`config.mk`:
```
export PLATFORM = sky130hd
export DESIGN_NAME = midi_track_event_parser_flat
export DESIGN_NICKNAME = d
export VERILOG_FILES = /design/src/hw/rtl/mtep_pkg.sv /design/src/hw/rtl/mtep_byte_if.sv /design/src/hw/rtl/mtep_event_if.sv /design/src/hw/rtl/midi_track_event_parser.sv /design/src/hw/rtl/mtep_core.sv /design/src/hw/rtl/mtep_out_stage.sv /design/src/flat_wrapper.sv
export VERILOG_INCLUDE_DIRS = /design/src /design/src/hw/rtl
export SDC_FILE = /design/constraint.sdc
export NUM_CORES = 1
export LEC_CHECK = 0
export BUFFER_PORTS_ARGS = -buffer_cell sky130_fd_sc_hd__buf_2
export CORE_UTILIZATION = 45
export CTS_CLUSTER_SIZE = 28
export DETAILED_ROUTE_END_ITERATION = 8
export SLEW_MARGIN = 15
export SYNTH_ARGS = -nofsm -noshare
export SYNTH_HDL_FRONTEND = slang
export SYNTH_SLANG_ARGS = --single-unit
export TNS_END_PERCENT = 5
```
`constraint.sdc`:
```
create_clock -name clk -period 9.2 [get_ports clk]
set_input_delay 1.84 -clock clk [delete_from_list [all_inputs] [get_ports clk]]
set_output_delay 1.84 -clock clk [all_outputs]
set_load 0.01 [all_outputs]
```
`src/hw/rtl/midi_track_event_parser_assert.svh`:
```
// Assertion macros used by the track event parser top level.
// Each macro expects signals named clk and arst_n in the including module.
`ifndef MIDI_TRACK_EVENT_PARSER_ASSERT_SVH
`define MIDI_TRACK_EVENT_PARSER_ASSERT_SVH

// Same-cycle implication, disabled while reset is asserted.
`define MTEP_ASSERT_IMP(label, cond, prop, msg) \
	label: assert property (@(posedge clk) disable iff (!arst_n) (cond) |-> (prop)) \
		else $error(msg);

// Next-cycle implication, disabled while reset is asserted.
`define MTEP_ASSERT_NXT(label, cond, prop, msg) \
	label: assert property (@(posedge clk) disable iff (!arst_n) (cond) |=> (prop)) \
		else $error(msg);

`endif

```
`src/hw/rtl/mtep_pkg.sv`:
```
// Types, constants and decode functions for the MIDI track event parser.
// No dependencies; used by every other RTL file of the block but the assertion header.
`default_nettype none

package mtep_pkg;

	localparam int DATA_W = 8;
	localparam int LEN_W  = 28;
	localparam int KIND_W = 5;
	localparam int QCNT_W = 3;

	typedef enum logic [7:0] {
		PH_DELTA     = 8'b0000_0001,
		PH_STATUS    = 8'b0000_0010,
		PH_META_TYPE = 8'b0000_0100,
		PH_META_LEN  = 8'b0000_1000,
		PH_SYSEX_LEN = 8'b0001_0000,
		PH_SKIP      = 8'b0010_0000,
		PH_DATA      = 8'b0100_0000,
		PH_HALT      = 8'b1000_0000
	} phase_t;

	localparam logic [KIND_W-1:0] KIND_META_OTHER = 5'd17;
	localparam logic [KIND_W-1:0] KIND_SYSEX_F0   = 5'd18;
	localparam logic [KIND_W-1:0] KIND_SYSEX_F7   = 5'd19;
	localparam logic [KIND_W-1:0] KIND_POLY_PRESS = 5'd20;
	localparam logic [KIND_W-1:0] KIND_CONTROL    = 5'd21;
	localparam logic [KIND_W-1:0] KIND_PROGRAM    = 5'd22;
	localparam logic [KIND_W-1:0] KIND_CHAN_PRESS = 5'd23;
	localparam logic [KIND_W-1:0] KIND_PITCH_BEND = 5'd24;
	localparam logic [KIND_W-1:0] KIND_NOTE_ON    = 5'd25;
	localparam logic [KIND_W-1:0] KIND_NOTE_OFF   = 5'd26;
	localparam logic [KIND_W-1:0] KIND_ERROR      = 5'd27;

	localparam logic [DATA_W-1:0] STATUS_META     = 8'hFF;
	localparam logic [DATA_W-1:0] STATUS_SYSEX_F0 = 8'hF0;
	localparam logic [DATA_W-1:0] STATUS_SYSEX_F7 = 8'hF7;

	localparam logic [3:0] NIB_NOTE_OFF   = 4'h8;
	localparam logic [3:0] NIB_NOTE_ON    = 4'h9;
	localparam logic [3:0] NIB_POLY_PRESS = 4'hA;
	localparam logic [3:0] NIB_CONTROL    = 4'hB;
	localparam logic [3:0] NIB_PROGRAM    = 4'hC;
	localparam logic [3:0] NIB_CHAN_PRESS = 4'hD;
	localparam logic [3:0] NIB_PITCH_BEND = 4'hE;
	localparam logic [3:0] NIB_SYSTEM     = 4'hF;

	localparam logic [LEN_W-1:0] CH_LEN_SHORT = 28'd2;
	localparam logic [LEN_W-1:0] CH_LEN_LONG  = 28'd3;

	typedef struct packed {
		logic [KIND_W-1:0] event_kind;
		logic [LEN_W-1:0]  delta_ticks;
		logic [DATA_W-1:0] status_value;
		logic [DATA_W-1:0] meta_code;
		logic [LEN_W-1:0]  payload_length;
		logic [DATA_W-1:0] first_data;
		logic [DATA_W-1:0] second_data;
		logic              track_has_note;
	} result_t;

	// Meta type byte to event kind: 00..09 map straight through.
	function automatic logic [KIND_W-1:0] meta_kind(input logic [DATA_W-1:0] t);
		logic [KIND_W-1:0] k;
		priority if (t <= 8'h09) begin
			k = t[KIND_W-1:0];
		end else begin
			unique case (t)
				8'h20:   k = 5'd10;
				8'h21:   k = 5'd11;
				8'h2F:   k = 5'd12;
				8'h51:   k = 5'd13;
				8'h58:   k = 5'd14;
				8'h59:   k = 5'd15;
				8'h7F:   k = 5'd16;
				default: k = KIND_META_OTHER;
			endcase
		end
		return k;
	endfunction

	function automatic logic [KIND_W-1:0] channel_kind(input logic [3:0] hi);
		logic [KIND_W-1:0] k;
		unique case (hi)
			NIB_NOTE_OFF:   k = KIND_NOTE_OFF;
			NIB_NOTE_ON:    k = KIND_NOTE_ON;
			NIB_POLY_PRESS: k = KIND_POLY_PRESS;
			NIB_CONTROL:    k = KIND_CONTROL;
			NIB_PROGRAM:    k = KIND_PROGRAM;
			NIB_CHAN_PRESS: k = KIND_CHAN_PRESS;
			NIB_PITCH_BEND: k = KIND_PITCH_BEND;
			default:        k = KIND_ERROR;
		endcase
		return k;
	endfunction

endpackage

`default_nettype wire

```
`src/hw/rtl/mtep_byte_if.sv`:
```
// Byte channel into the MIDI track event parser.
// Depends on mtep_pkg for widths.
`default_nettype none

interface mtep_byte_if;
	logic                      valid;
	logic                      ready;
	logic [mtep_pkg::DATA_W-1:0] data_byte;
	logic                      track_start;

	modport source (output valid, output data_byte, output track_start, input ready);
	modport sink (input valid, input data_byte, input track_start, output ready);
endinterface

`default_nettype wire

```
`src/hw/rtl/mtep_event_if.sv`:
```
// Event descriptor channel out of the MIDI track event parser.
// Depends on mtep_pkg for widths.
`default_nettype none

interface mtep_event_if;
	logic                        valid;
	logic                        ready;
	logic [mtep_pkg::KIND_W-1:0] event_kind;
	logic [mtep_pkg::LEN_W-1:0]  delta_ticks;
	logic [mtep_pkg::DATA_W-1:0] status_value;
	logic [mtep_pkg::DATA_W-1:0] meta_code;
	logic [mtep_pkg::LEN_W-1:0]  payload_length;
	logic [mtep_pkg::DATA_W-1:0] first_data;
	logic [mtep_pkg::DATA_W-1:0] second_data;
	logic                        track_has_note;

	modport source (
		output valid, output event_kind, output delta_ticks, output status_value,
		output meta_code, output payload_length, output first_data,
		output second_data, output track_has_note, input ready
	);
	modport sink (
		input valid, input event_kind, input delta_ticks, input status_value,
		input meta_code, input payload_length, input first_data,
		input second_data, input track_has_note, output ready
	);
endinterface

`default_nettype wire

```
`src/hw/rtl/midi_track_event_parser.sv`:
```
// A byte that ends an event gives its descriptor in the cycle after the byte is accepted.
// Throughput: one byte per cycle; the parser state updates once per accepted byte.
// The byte side stalls only while the result register is full and not drained.
// Reset (arst_n low, asynchronous) returns the parser to waiting for a delta time
// and empties the result register; no clearing pass is needed.
// Top level of the MIDI track event parser; depends on mtep_pkg, both channel
// interfaces, mtep_core, mtep_out_stage and the assertion macro header.
`default_nettype none

`include "midi_track_event_parser_assert.svh"

module midi_track_event_parser #(
	parameter int MAX_QUANTITY_BYTES = 4
) (
	input  wire logic    clk,
	input  wire logic    arst_n,
	mtep_byte_if.sink    bytes,
	mtep_event_if.source events
);

	logic              space;
	logic              accept;
	logic              res_valid;
	mtep_pkg::result_t res;

	assign bytes.ready = space;
	assign accept      = bytes.valid && space;

	mtep_core #(
		.MAX_QUANTITY_BYTES(MAX_QUANTITY_BYTES)
	) u_core (
		.clk        (clk),
		.arst_n     (arst_n),
		.accept     (accept),
		.data_byte  (bytes.data_byte),
		.track_start(bytes.track_start),
		.res_valid  (res_valid),
		.res        (res)
	);

	mtep_out_stage u_out (
		.clk   (clk),
		.arst_n(arst_n),
		.load  (accept && res_valid),
		.res   (res),
		.space (space),
		.events(events)
	);

	`MTEP_ASSERT_IMP(a_stall_only_when_full, !bytes.ready, events.valid && !events.ready, "byte side stalled with room in the result register")
	`MTEP_ASSERT_IMP(a_error_fields_zero, events.valid && events.event_kind == mtep_pkg::KIND_ERROR, events.payload_length == '0 && events.meta_code == '0 && events.first_data == '0, "error descriptor carries data")
	`MTEP_ASSERT_IMP(a_note_flag, events.valid && (events.event_kind == mtep_pkg::KIND_NOTE_ON || events.event_kind == mtep_pkg::KIND_NOTE_OFF), events.track_has_note, "note event without the note flag")
	`MTEP_ASSERT_IMP(a_meta_status, events.valid && events.event_kind <= mtep_pkg::KIND_META_OTHER, events.status_value == mtep_pkg::STATUS_META, "meta kind without an FF status")
	`MTEP_ASSERT_NXT(a_track_start_silent, bytes.valid && bytes.ready && bytes.track_start && (!events.valid || events.ready), !events.valid, "track start byte produced a descriptor")

endmodule

`default_nettype wire

```
`src/hw/rtl/mtep_core.sv`:
```
// Parser state registers and the per-byte next-state and descriptor logic.
// Depends on mtep_pkg.
`default_nettype none

module mtep_core #(
	parameter int MAX_QUANTITY_BYTES = 4
) (
	input  wire logic                        clk,
	input  wire logic                        arst_n,
	input  wire logic                        accept,
	input  wire logic [mtep_pkg::DATA_W-1:0] data_byte,
	input  wire logic                        track_start,
	output logic                             res_valid,
	output mtep_pkg::result_t                res
);

	localparam logic [mtep_pkg::QCNT_W-1:0] QMAX = mtep_pkg::QCNT_W'(MAX_QUANTITY_BYTES);

	mtep_pkg::phase_t              phase_q, cur_phase, nxt_phase;
	logic [mtep_pkg::LEN_W-1:0]    delta_q, cur_delta, nxt_delta;
	logic [mtep_pkg::QCNT_W-1:0]   qcnt_q, cur_qcnt, nxt_qcnt, qcnt_inc;
	logic [mtep_pkg::DATA_W-1:0]   status_q, cur_status, nxt_status;
	logic [mtep_pkg::DATA_W-1:0]   meta_q, cur_meta, nxt_meta;
	logic [mtep_pkg::DATA_W-1:0]   first_q, cur_first, nxt_first;
	logic [mtep_pkg::LEN_W-1:0]    len_q, cur_len, nxt_len;
	logic                          note_q, cur_note, nxt_note;
	logic [mtep_pkg::LEN_W-1:0]    seen_q, cur_seen, nxt_seen, seen_inc;
	logic [mtep_pkg::LEN_W-1:0]    len_shift;
	logic [3:0]                    hi;
	logic                          q_last;
	logic                          emit, halt;
	logic                          emit_long;

	// A track start clears everything before the byte itself is decoded.
	always_comb begin
		cur_phase  = track_start ? mtep_pkg::PH_DELTA : phase_q;
		cur_delta  = track_start ? '0 : delta_q;
		cur_qcnt   = track_start ? '0 : qcnt_q;
		cur_status = track_start ? '0 : status_q;
		cur_meta   = track_start ? '0 : meta_q;
		cur_first  = track_start ? '0 : first_q;
		cur_len    = track_start ? '0 : len_q;
		cur_note   = track_start ? 1'b0 : note_q;
		cur_seen   = track_start ? '0 : seen_q;
	end

	assign qcnt_inc  = cur_qcnt + 1'b1;
	assign q_last    = !data_byte[7] || (qcnt_inc >= QMAX);
	assign seen_inc  = cur_seen + 1'b1;
	assign len_shift = {cur_len[mtep_pkg::LEN_W-8:0], data_byte[6:0]};
	assign hi        = cur_status[7:4];

	always_comb begin
		nxt_phase  = cur_phase;
		nxt_delta  = cur_delta;
		nxt_qcnt   = cur_qcnt;
		nxt_status = cur_status;
		nxt_meta   = cur_meta;
		nxt_first  = cur_first;
		nxt_len    = cur_len;
		nxt_note   = cur_note;
		nxt_seen   = cur_seen;
		emit       = 1'b0;
		emit_long  = 1'b0;
		halt       = 1'b0;
		res        = '0;

		unique case (cur_phase)
			mtep_pkg::PH_DELTA: begin
				nxt_delta = {cur_delta[mtep_pkg::LEN_W-8:0], data_byte[6:0]};
				nxt_qcnt  = qcnt_inc;
				if (q_last) begin
					nxt_phase = mtep_pkg::PH_STATUS;
					nxt_qcnt  = '0;
				end
			end
			mtep_pkg::PH_STATUS: begin
				nxt_status = data_byte;
				priority if (data_byte == mtep_pkg::STATUS_META) begin
					nxt_phase = mtep_pkg::PH_META_TYPE;
				end else if (data_byte == mtep_pkg::STATUS_SYSEX_F0 ||
						data_byte == mtep_pkg::STATUS_SYSEX_F7) begin
					nxt_len   = '0;
					nxt_qcnt  = '0;
					nxt_phase = mtep_pkg::PH_SYSEX_LEN;
				end else if (data_byte[7] && data_byte[7:4] != mtep_pkg::NIB_SYSTEM) begin
					if (data_byte[7:4] == mtep_pkg::NIB_NOTE_OFF ||
							data_byte[7:4] == mtep_pkg::NIB_NOTE_ON) begin
						nxt_note = 1'b1;
					end
					nxt_qcnt  = '0;
					nxt_phase = mtep_pkg::PH_DATA;
				end else begin
					emit               = 1'b1;
					halt               = 1'b1;
					res.event_kind     = mtep_pkg::KIND_ERROR;
					res.status_value   = data_byte;
				end
			end
			mtep_pkg::PH_META_TYPE: begin
				nxt_meta  = data_byte;
				nxt_phase = mtep_pkg::PH_META_LEN;
			end
			mtep_pkg::PH_META_LEN: begin
				nxt_len = mtep_pkg::LEN_W'(data_byte);
				if (data_byte == '0) begin
					emit_long = 1'b1;
				end else begin
					nxt_seen  = '0;
					nxt_phase = mtep_pkg::PH_SKIP;
				end
			end
			mtep_pkg::PH_SYSEX_LEN: begin
				nxt_len  = len_shift;
				nxt_qcnt = qcnt_inc;
				if (q_last) begin
					nxt_qcnt = '0;
					if (len_shift == '0) begin
						emit_long = 1'b1;
					end else begin
						nxt_seen  = '0;
						nxt_phase = mtep_pkg::PH_SKIP;
					end
				end
			end
			mtep_pkg::PH_SKIP: begin
				nxt_seen = seen_inc;
				if (seen_inc >= cur_len) begin
					emit_long = 1'b1;
				end
			end
			mtep_pkg::PH_DATA: begin
				if (hi < mtep_pkg::NIB_NOTE_OFF || hi > mtep_pkg::NIB_PITCH_BEND) begin
					nxt_phase = mtep_pkg::PH_HALT;
				end else if (cur_qcnt == '0) begin
					nxt_first = data_byte;
					nxt_qcnt  = mtep_pkg::QCNT_W'(1);
					if (hi == mtep_pkg::NIB_PROGRAM || hi == mtep_pkg::NIB_CHAN_PRESS) begin
						emit               = 1'b1;
						res.event_kind     = mtep_pkg::channel_kind(hi);
						res.status_value   = cur_status;
						res.payload_length = mtep_pkg::CH_LEN_SHORT;
						res.first_data     = data_byte;
					end
				end else begin
					emit               = 1'b1;
					res.event_kind     = mtep_pkg::channel_kind(hi);
					res.status_value   = cur_status;
					res.payload_length = mtep_pkg::CH_LEN_LONG;
					res.first_data     = cur_first;
					res.second_data    = data_byte;
				end
			end
			default: begin
				// Halted after an undefined status: bytes are dropped.
			end
		endcase

		// Meta and sysex events share one descriptor shape.
		if (emit_long) begin
			emit               = 1'b1;
			res.status_value   = cur_status;
			res.payload_length = nxt_len;
			if (cur_status == mtep_pkg::STATUS_META) begin
				res.event_kind = mtep_pkg::meta_kind(cur_meta);
				res.meta_code  = cur_meta;
			end else if (cur_status == mtep_pkg::STATUS_SYSEX_F7) begin
				res.event_kind = mtep_pkg::KIND_SYSEX_F7;
			end else begin
				res.event_kind = mtep_pkg::KIND_SYSEX_F0;
			end
		end

		res.delta_ticks    = cur_delta;
		res.track_has_note = nxt_note;

		if (emit) begin
			nxt_delta = '0;
			nxt_qcnt  = '0;
			nxt_phase = halt ? mtep_pkg::PH_HALT : mtep_pkg::PH_DELTA;
		end
	end

	assign res_valid = emit;

	always_ff @(posedge clk or negedge arst_n) begin
		if (!arst_n) begin
			phase_q  <= mtep_pkg::PH_DELTA;
			delta_q  <= '0;
			qcnt_q   <= '0;
			status_q <= '0;
			meta_q   <= '0;
			first_q  <= '0;
			len_q    <= '0;
			note_q   <= 1'b0;
			seen_q   <= '0;
		end else if (accept) begin
			phase_q  <= nxt_phase;
			delta_q  <= nxt_delta;
			qcnt_q   <= nxt_qcnt;
			status_q <= nxt_status;
			meta_q   <= nxt_meta;
			first_q  <= nxt_first;
			len_q    <= nxt_len;
			note_q   <= nxt_note;
			seen_q   <= nxt_seen;
		end
	end

endmodule

`default_nettype wire

```
`src/hw/rtl/mtep_out_stage.sv`:
```
// Result register that drives the event channel and frees the byte side.
// Depends on mtep_pkg and mtep_event_if.
`default_nettype none

module mtep_out_stage (
	input  wire logic                clk,
	input  wire logic                arst_n,
	input  wire logic                load,
	input  wire mtep_pkg::result_t   res,
	output logic                     space,
	mtep_event_if.source             events
);

	logic              valid_q;
	mtep_pkg::result_t res_q;

	// The register can take a new descriptor when empty or being drained.
	assign space = !valid_q || events.ready;

	always_ff @(posedge clk or negedge arst_n) begin
		if (!arst_n) begin
			valid_q <= 1'b0;
		end else if (space) begin
			valid_q <= load;
		end
	end

	always_ff @(posedge clk) begin
		if (load && space) begin
			res_q <= res;
		end
	end

	assign events.valid          = valid_q;
	assign events.event_kind     = res_q.event_kind;
	assign events.delta_ticks    = res_q.delta_ticks;
	assign events.status_value   = res_q.status_value;
	assign events.meta_code      = res_q.meta_code;
	assign events.payload_length = res_q.payload_length;
	assign events.first_data     = res_q.first_data;
	assign events.second_data    = res_q.second_data;
	assign events.track_has_note = res_q.track_has_note;

endmodule

`default_nettype wire

```
`src/flat_wrapper.sv`:
```
// flat-port wrapper written by rule: the top's interface ports become plain ports
module midi_track_event_parser_flat 
#(
	parameter int MAX_QUANTITY_BYTES = 4
)
  (clk, arst_n, bytes_valid, bytes_data_byte, bytes_track_start, bytes_ready, events_valid, events_event_kind, events_delta_ticks, events_status_value, events_meta_code, events_payload_length, events_first_data, events_second_data, events_track_has_note, events_ready);
  mtep_byte_if bytes_i ();
  mtep_event_if events_i ();
  input  wire logic clk;
  input  wire logic arst_n;
  input wire logic [$bits(bytes_i.valid)-1:0] bytes_valid;
  input wire logic [$bits(bytes_i.data_byte)-1:0] bytes_data_byte;
  input wire logic [$bits(bytes_i.track_start)-1:0] bytes_track_start;
  output wire logic [$bits(bytes_i.ready)-1:0] bytes_ready;
  output wire logic [$bits(events_i.valid)-1:0] events_valid;
  output wire logic [$bits(events_i.event_kind)-1:0] events_event_kind;
  output wire logic [$bits(events_i.delta_ticks)-1:0] events_delta_ticks;
  output wire logic [$bits(events_i.status_value)-1:0] events_status_value;
  output wire logic [$bits(events_i.meta_code)-1:0] events_meta_code;
  output wire logic [$bits(events_i.payload_length)-1:0] events_payload_length;
  output wire logic [$bits(events_i.first_data)-1:0] events_first_data;
  output wire logic [$bits(events_i.second_data)-1:0] events_second_data;
  output wire logic [$bits(events_i.track_has_note)-1:0] events_track_has_note;
  input wire logic [$bits(events_i.ready)-1:0] events_ready;
  assign bytes_i.valid = bytes_valid;
  assign bytes_i.data_byte = bytes_data_byte;
  assign bytes_i.track_start = bytes_track_start;
  assign bytes_ready = bytes_i.ready;
  assign events_valid = events_i.valid;
  assign events_event_kind = events_i.event_kind;
  assign events_delta_ticks = events_i.delta_ticks;
  assign events_status_value = events_i.status_value;
  assign events_meta_code = events_i.meta_code;
  assign events_payload_length = events_i.payload_length;
  assign events_first_data = events_i.first_data;
  assign events_second_data = events_i.second_data;
  assign events_track_has_note = events_i.track_has_note;
  assign events_i.ready = events_ready;
  midi_track_event_parser #(.MAX_QUANTITY_BYTES(MAX_QUANTITY_BYTES)) u_core (.clk(clk), .arst_n(arst_n), .bytes(bytes_i), .events(events_i));
endmodule
```
==> flow_summary.toml <==
[critical_path]
startpoint_type = "input pin"
cp.required_ns = 9.36
cp_data_arrival_time_ns = 7.00
crit_fanout = 48
end_kind = "flop"
critical_path_class = "input pin to flop"

[clock_network]
cts_setup_buffers = 0
cts_made_buffers = 24
clock_path_buffers = 3
cts.htree.levels = 1
clkSlewWorstSetupHoldPaths_ns = 0.06
cts_resized = 0
insertion_delay_ns = 0.52
cts_num_sinks = 215
cts_root_buffer = "clkbuf_16"
ctsHoldBuffers = 0
cts_tree = "done"

[synthesis]
postSynthAreaPerCell_um2 = 10.7
synthSimpleGateAreaFrac = 0.188
yosys.area.top_type = "dfrtp_1"
synth_area_um2 = 11300
synth_edf_count = 94
async_reset_ff_frac = 0.563
synth_mux_area_frac = 0.00797
synth_xor_area_frac = 0.0216
synth_cells = 1058
synthAdderAreaFrac = 0.0343
ys_types = 83
synth_compound_area_frac = 0.192
synth_flop_cell = "dfrtp_1"
seq_area_frac_synth = 0.518
yosys.area.top_type_share = 0.266
ys.warnings.count = 0
synth_top_family_by_area = "compound AO/OA/AOI/OAI gates"
ys_ff_latch = 215
synth.area.top_cells = "dfrtp_1 27%, edfxtp_1 25%, a22o_1 5.3%"
synth_fp_nets = 1102

[placed_design]
dp_hpwl_um = 20200
gp_congestion = 0.844
pre_cts_ws_ns = 1.84
dp.cells = 1439
port_buffers = 108

[run_status]
outcome = "completed"

[flow_run]
max_cap_viol_count = 0

[timing]
setup_viol = 0
skew_ns = 0.0136
rsz0062_at_grt = "false"
setup_tns_ns = 0
drv_slew = 0
hold_viol = 0
timing.final.ws_setup_ns = 2.36
fin_crit_ns = 6.84
period_share = 0.743
worst_slew_pin_slew_ns = 1.09
fmax_mhz = 146
slew_headroom = 0.270

[floorplan]
fp.dieW_um = 160
boundaryPins = 109
core_um2 = 24500
die_area_um2 = 25800
die_h_um = 160
rows = 57
initial_core_util = 0.462

[final_layout]
final_common_cell = "dfrtp_1"
final_nets = 1185
n_fill_cell = 2220
postLayoutCoreUtil = 0.526
seq_area_um2 = 5850
areaGrowthSynthToFinish_pct = 13.7
diodes = 0
layout.cells.non_filler = 1482
drive_gt1_frac = 0.173
multi_input_area_um2 = 5030
mostFrequentLayoutCells = "120 x dfrtp_1, 106 x buf_2, 98 x nand2_1"

[routing]
drc = 0
via_count = 8668
dr.pass1.iters = 5
drtIter0Drc = 742
drt-total-wl_um = 29500
vias_per_cell = 5.85
ant_nets = 0
wl_per_cell_um = 19.9

[power_and_ir_drop]
pwr-share-seq = 0.476
p_sw_frac = 0.261
ir_drop_mv = 0.0930
p_clk_frac = 0.408
p_total_w = 0.00237
p_int_w = 0.00175
p_switching_w = 0.000619
p_leak_nw = 5.26
comb_power_share = 0.116
cellPowerDensity_nw_per_um2 = 184

[global_route]
grt_pass1_vias = 8350
grt_max_degree = 75
grt_use_total = 0.230
overflow = 0
grt_pass1_wl_um = 46700
antenna_found_initial = 0

[min_path]
hold_class = "flop to flop"
metrics by stage:
step | hold WS, ns | area [µm²]
after floorplan | 0.448 | 11300
after global placement | 0.460 | 12100
after detailed placement | 0.467 | 12100
after CTS | 0.481 | 12900
after global routing | 0.506 | 12900
final | 0.479 | 12900
worst max-delay path, cell delays in order:
cell and delay (ns):
buf_4 0.26, nand2b_4 0.24, inv_1 0.08, ha_1 0.23, nand4_1 0.15, nor2_1 0.31
and3_1 0.25, and4_1 0.37, nand3_1 0.17, xor2_1 0.16, nor2_1 0.06, ha_1 0.33
nand4_1 0.18, nor4_1 0.43, a211oi_1 0.19, o211ai_4 0.16, a2111oi_4 0.17, and2_1 0.27
nor2_4 0.55, buf_4 0.53
power by group through the flow:
stage          Combinational, W  Clock (W)  Sequential (W)
2_1_floorplan          0.000200          0         0.00113
3_3_place_gp           0.000271          0         0.00114
3_5_place_dp           0.000274          0         0.00114
4_1_cts                0.000275   0.000986         0.00113
5_1_grt                0.000300    0.00103         0.00113
6_report               0.000274   0.000965         0.00113
cell usage after synthesis, types with 27 or more instances:
master / number
inv_1: 40
nor2_1: 72
dfrtp_1: 120
o21ai_0: 35
clkbuf_1: 34
a22oi_1: 46
a22o_1: 69
nor2b_1: 63
nand2_1: 99
nand3_1: 27
o21ai_1: 29
ha_1: 31
edfxtp_1: 94
final timing paths:
| path | start | endpoint | slack [ns] | cells after the start |
|---|---|---|---|---|
| worst max-delay path | bytes_track_start | u_core.u_out.events.payload_length[18] | 2.36 | 20 |
| max in group asynchronous | arst_n | u_core.u_core.meta_q[4] | 6.44 | 2 |
| worst min register to register | u_core.u_core.delta_q[4] | u_core.u_core.delta_q[4] | 0.48 | 2 |
| min in group asynchronous | arst_n | u_core.u_core.delta_q[17] | 1.40 | 1 |
| worst max register to register | u_core.u_core.seen_q[0] | u_core.u_out.events.payload_length[18] | 3.63 | 18 |
| worst min-delay path | u_core.u_core.delta_q[4] | u_core.u_core.delta_q[4] | 0.48 | 2 |
state kept, by name, summed over array words and instances (netlist names):
signal	cells
u_core.u_core.delta_q	28
u_core.u_core.len_q	28
u_core.u_core.seen_q	28
u_core.u_out.events.delta_ticks	28
u_core.u_out.events.payload_length	28
u_core.u_core.first_q	8
u_core.u_core.meta_q	8
u_core.u_core.phase_q	8
u_core.u_core.status_q	8
u_core.u_out.events.first_data	8
u_core.u_out.events.meta_code	8
u_core.u_out.events.second_data	8
u_core.u_out.events.status_value	8
u_core.u_out.events.event_kind	5
u_core.u_core.qcnt_q	3
u_core.u_core.note_q	1
u_core.u_out.events.track_has_note	1
u_core.u_out.events.valid	1
routing by layer:
layer | share of wire | global-route usage
met1 | 0.46 | 0.329
met2 | 0.46 | 0.358
met3 | 0.054 | 0.0302
met4 | 0.032 | 0.0866
met5 | 0 | 0
cell families (layout without fill, tap and decap cells):
kind of cell / count (synthesis) / count (layout)
multiplexers: 9 / 9
adder cells (fa/ha/maj): 31 / 31
AND/OR/NAND/NOR: 384 / 384
XOR/XNOR: 27 / 27
buffers and inverters: 102 / 202
AO/OA/AOI/OAI: 290 / 290
flip-flops: 215 / 215
final cells by class:
cell class | instances | area share
inverter | 40 | 0.0117
sequential | 215 | 0.455
clock buffer | 32 | 0.0530
timing repair buffer | 119 | 0.0489
clock inverter | 11 | 0.00856
tap | 324 | 0.0315
multi-input combinational | 741 | 0.391
Power figures use the tool's default switching activity.
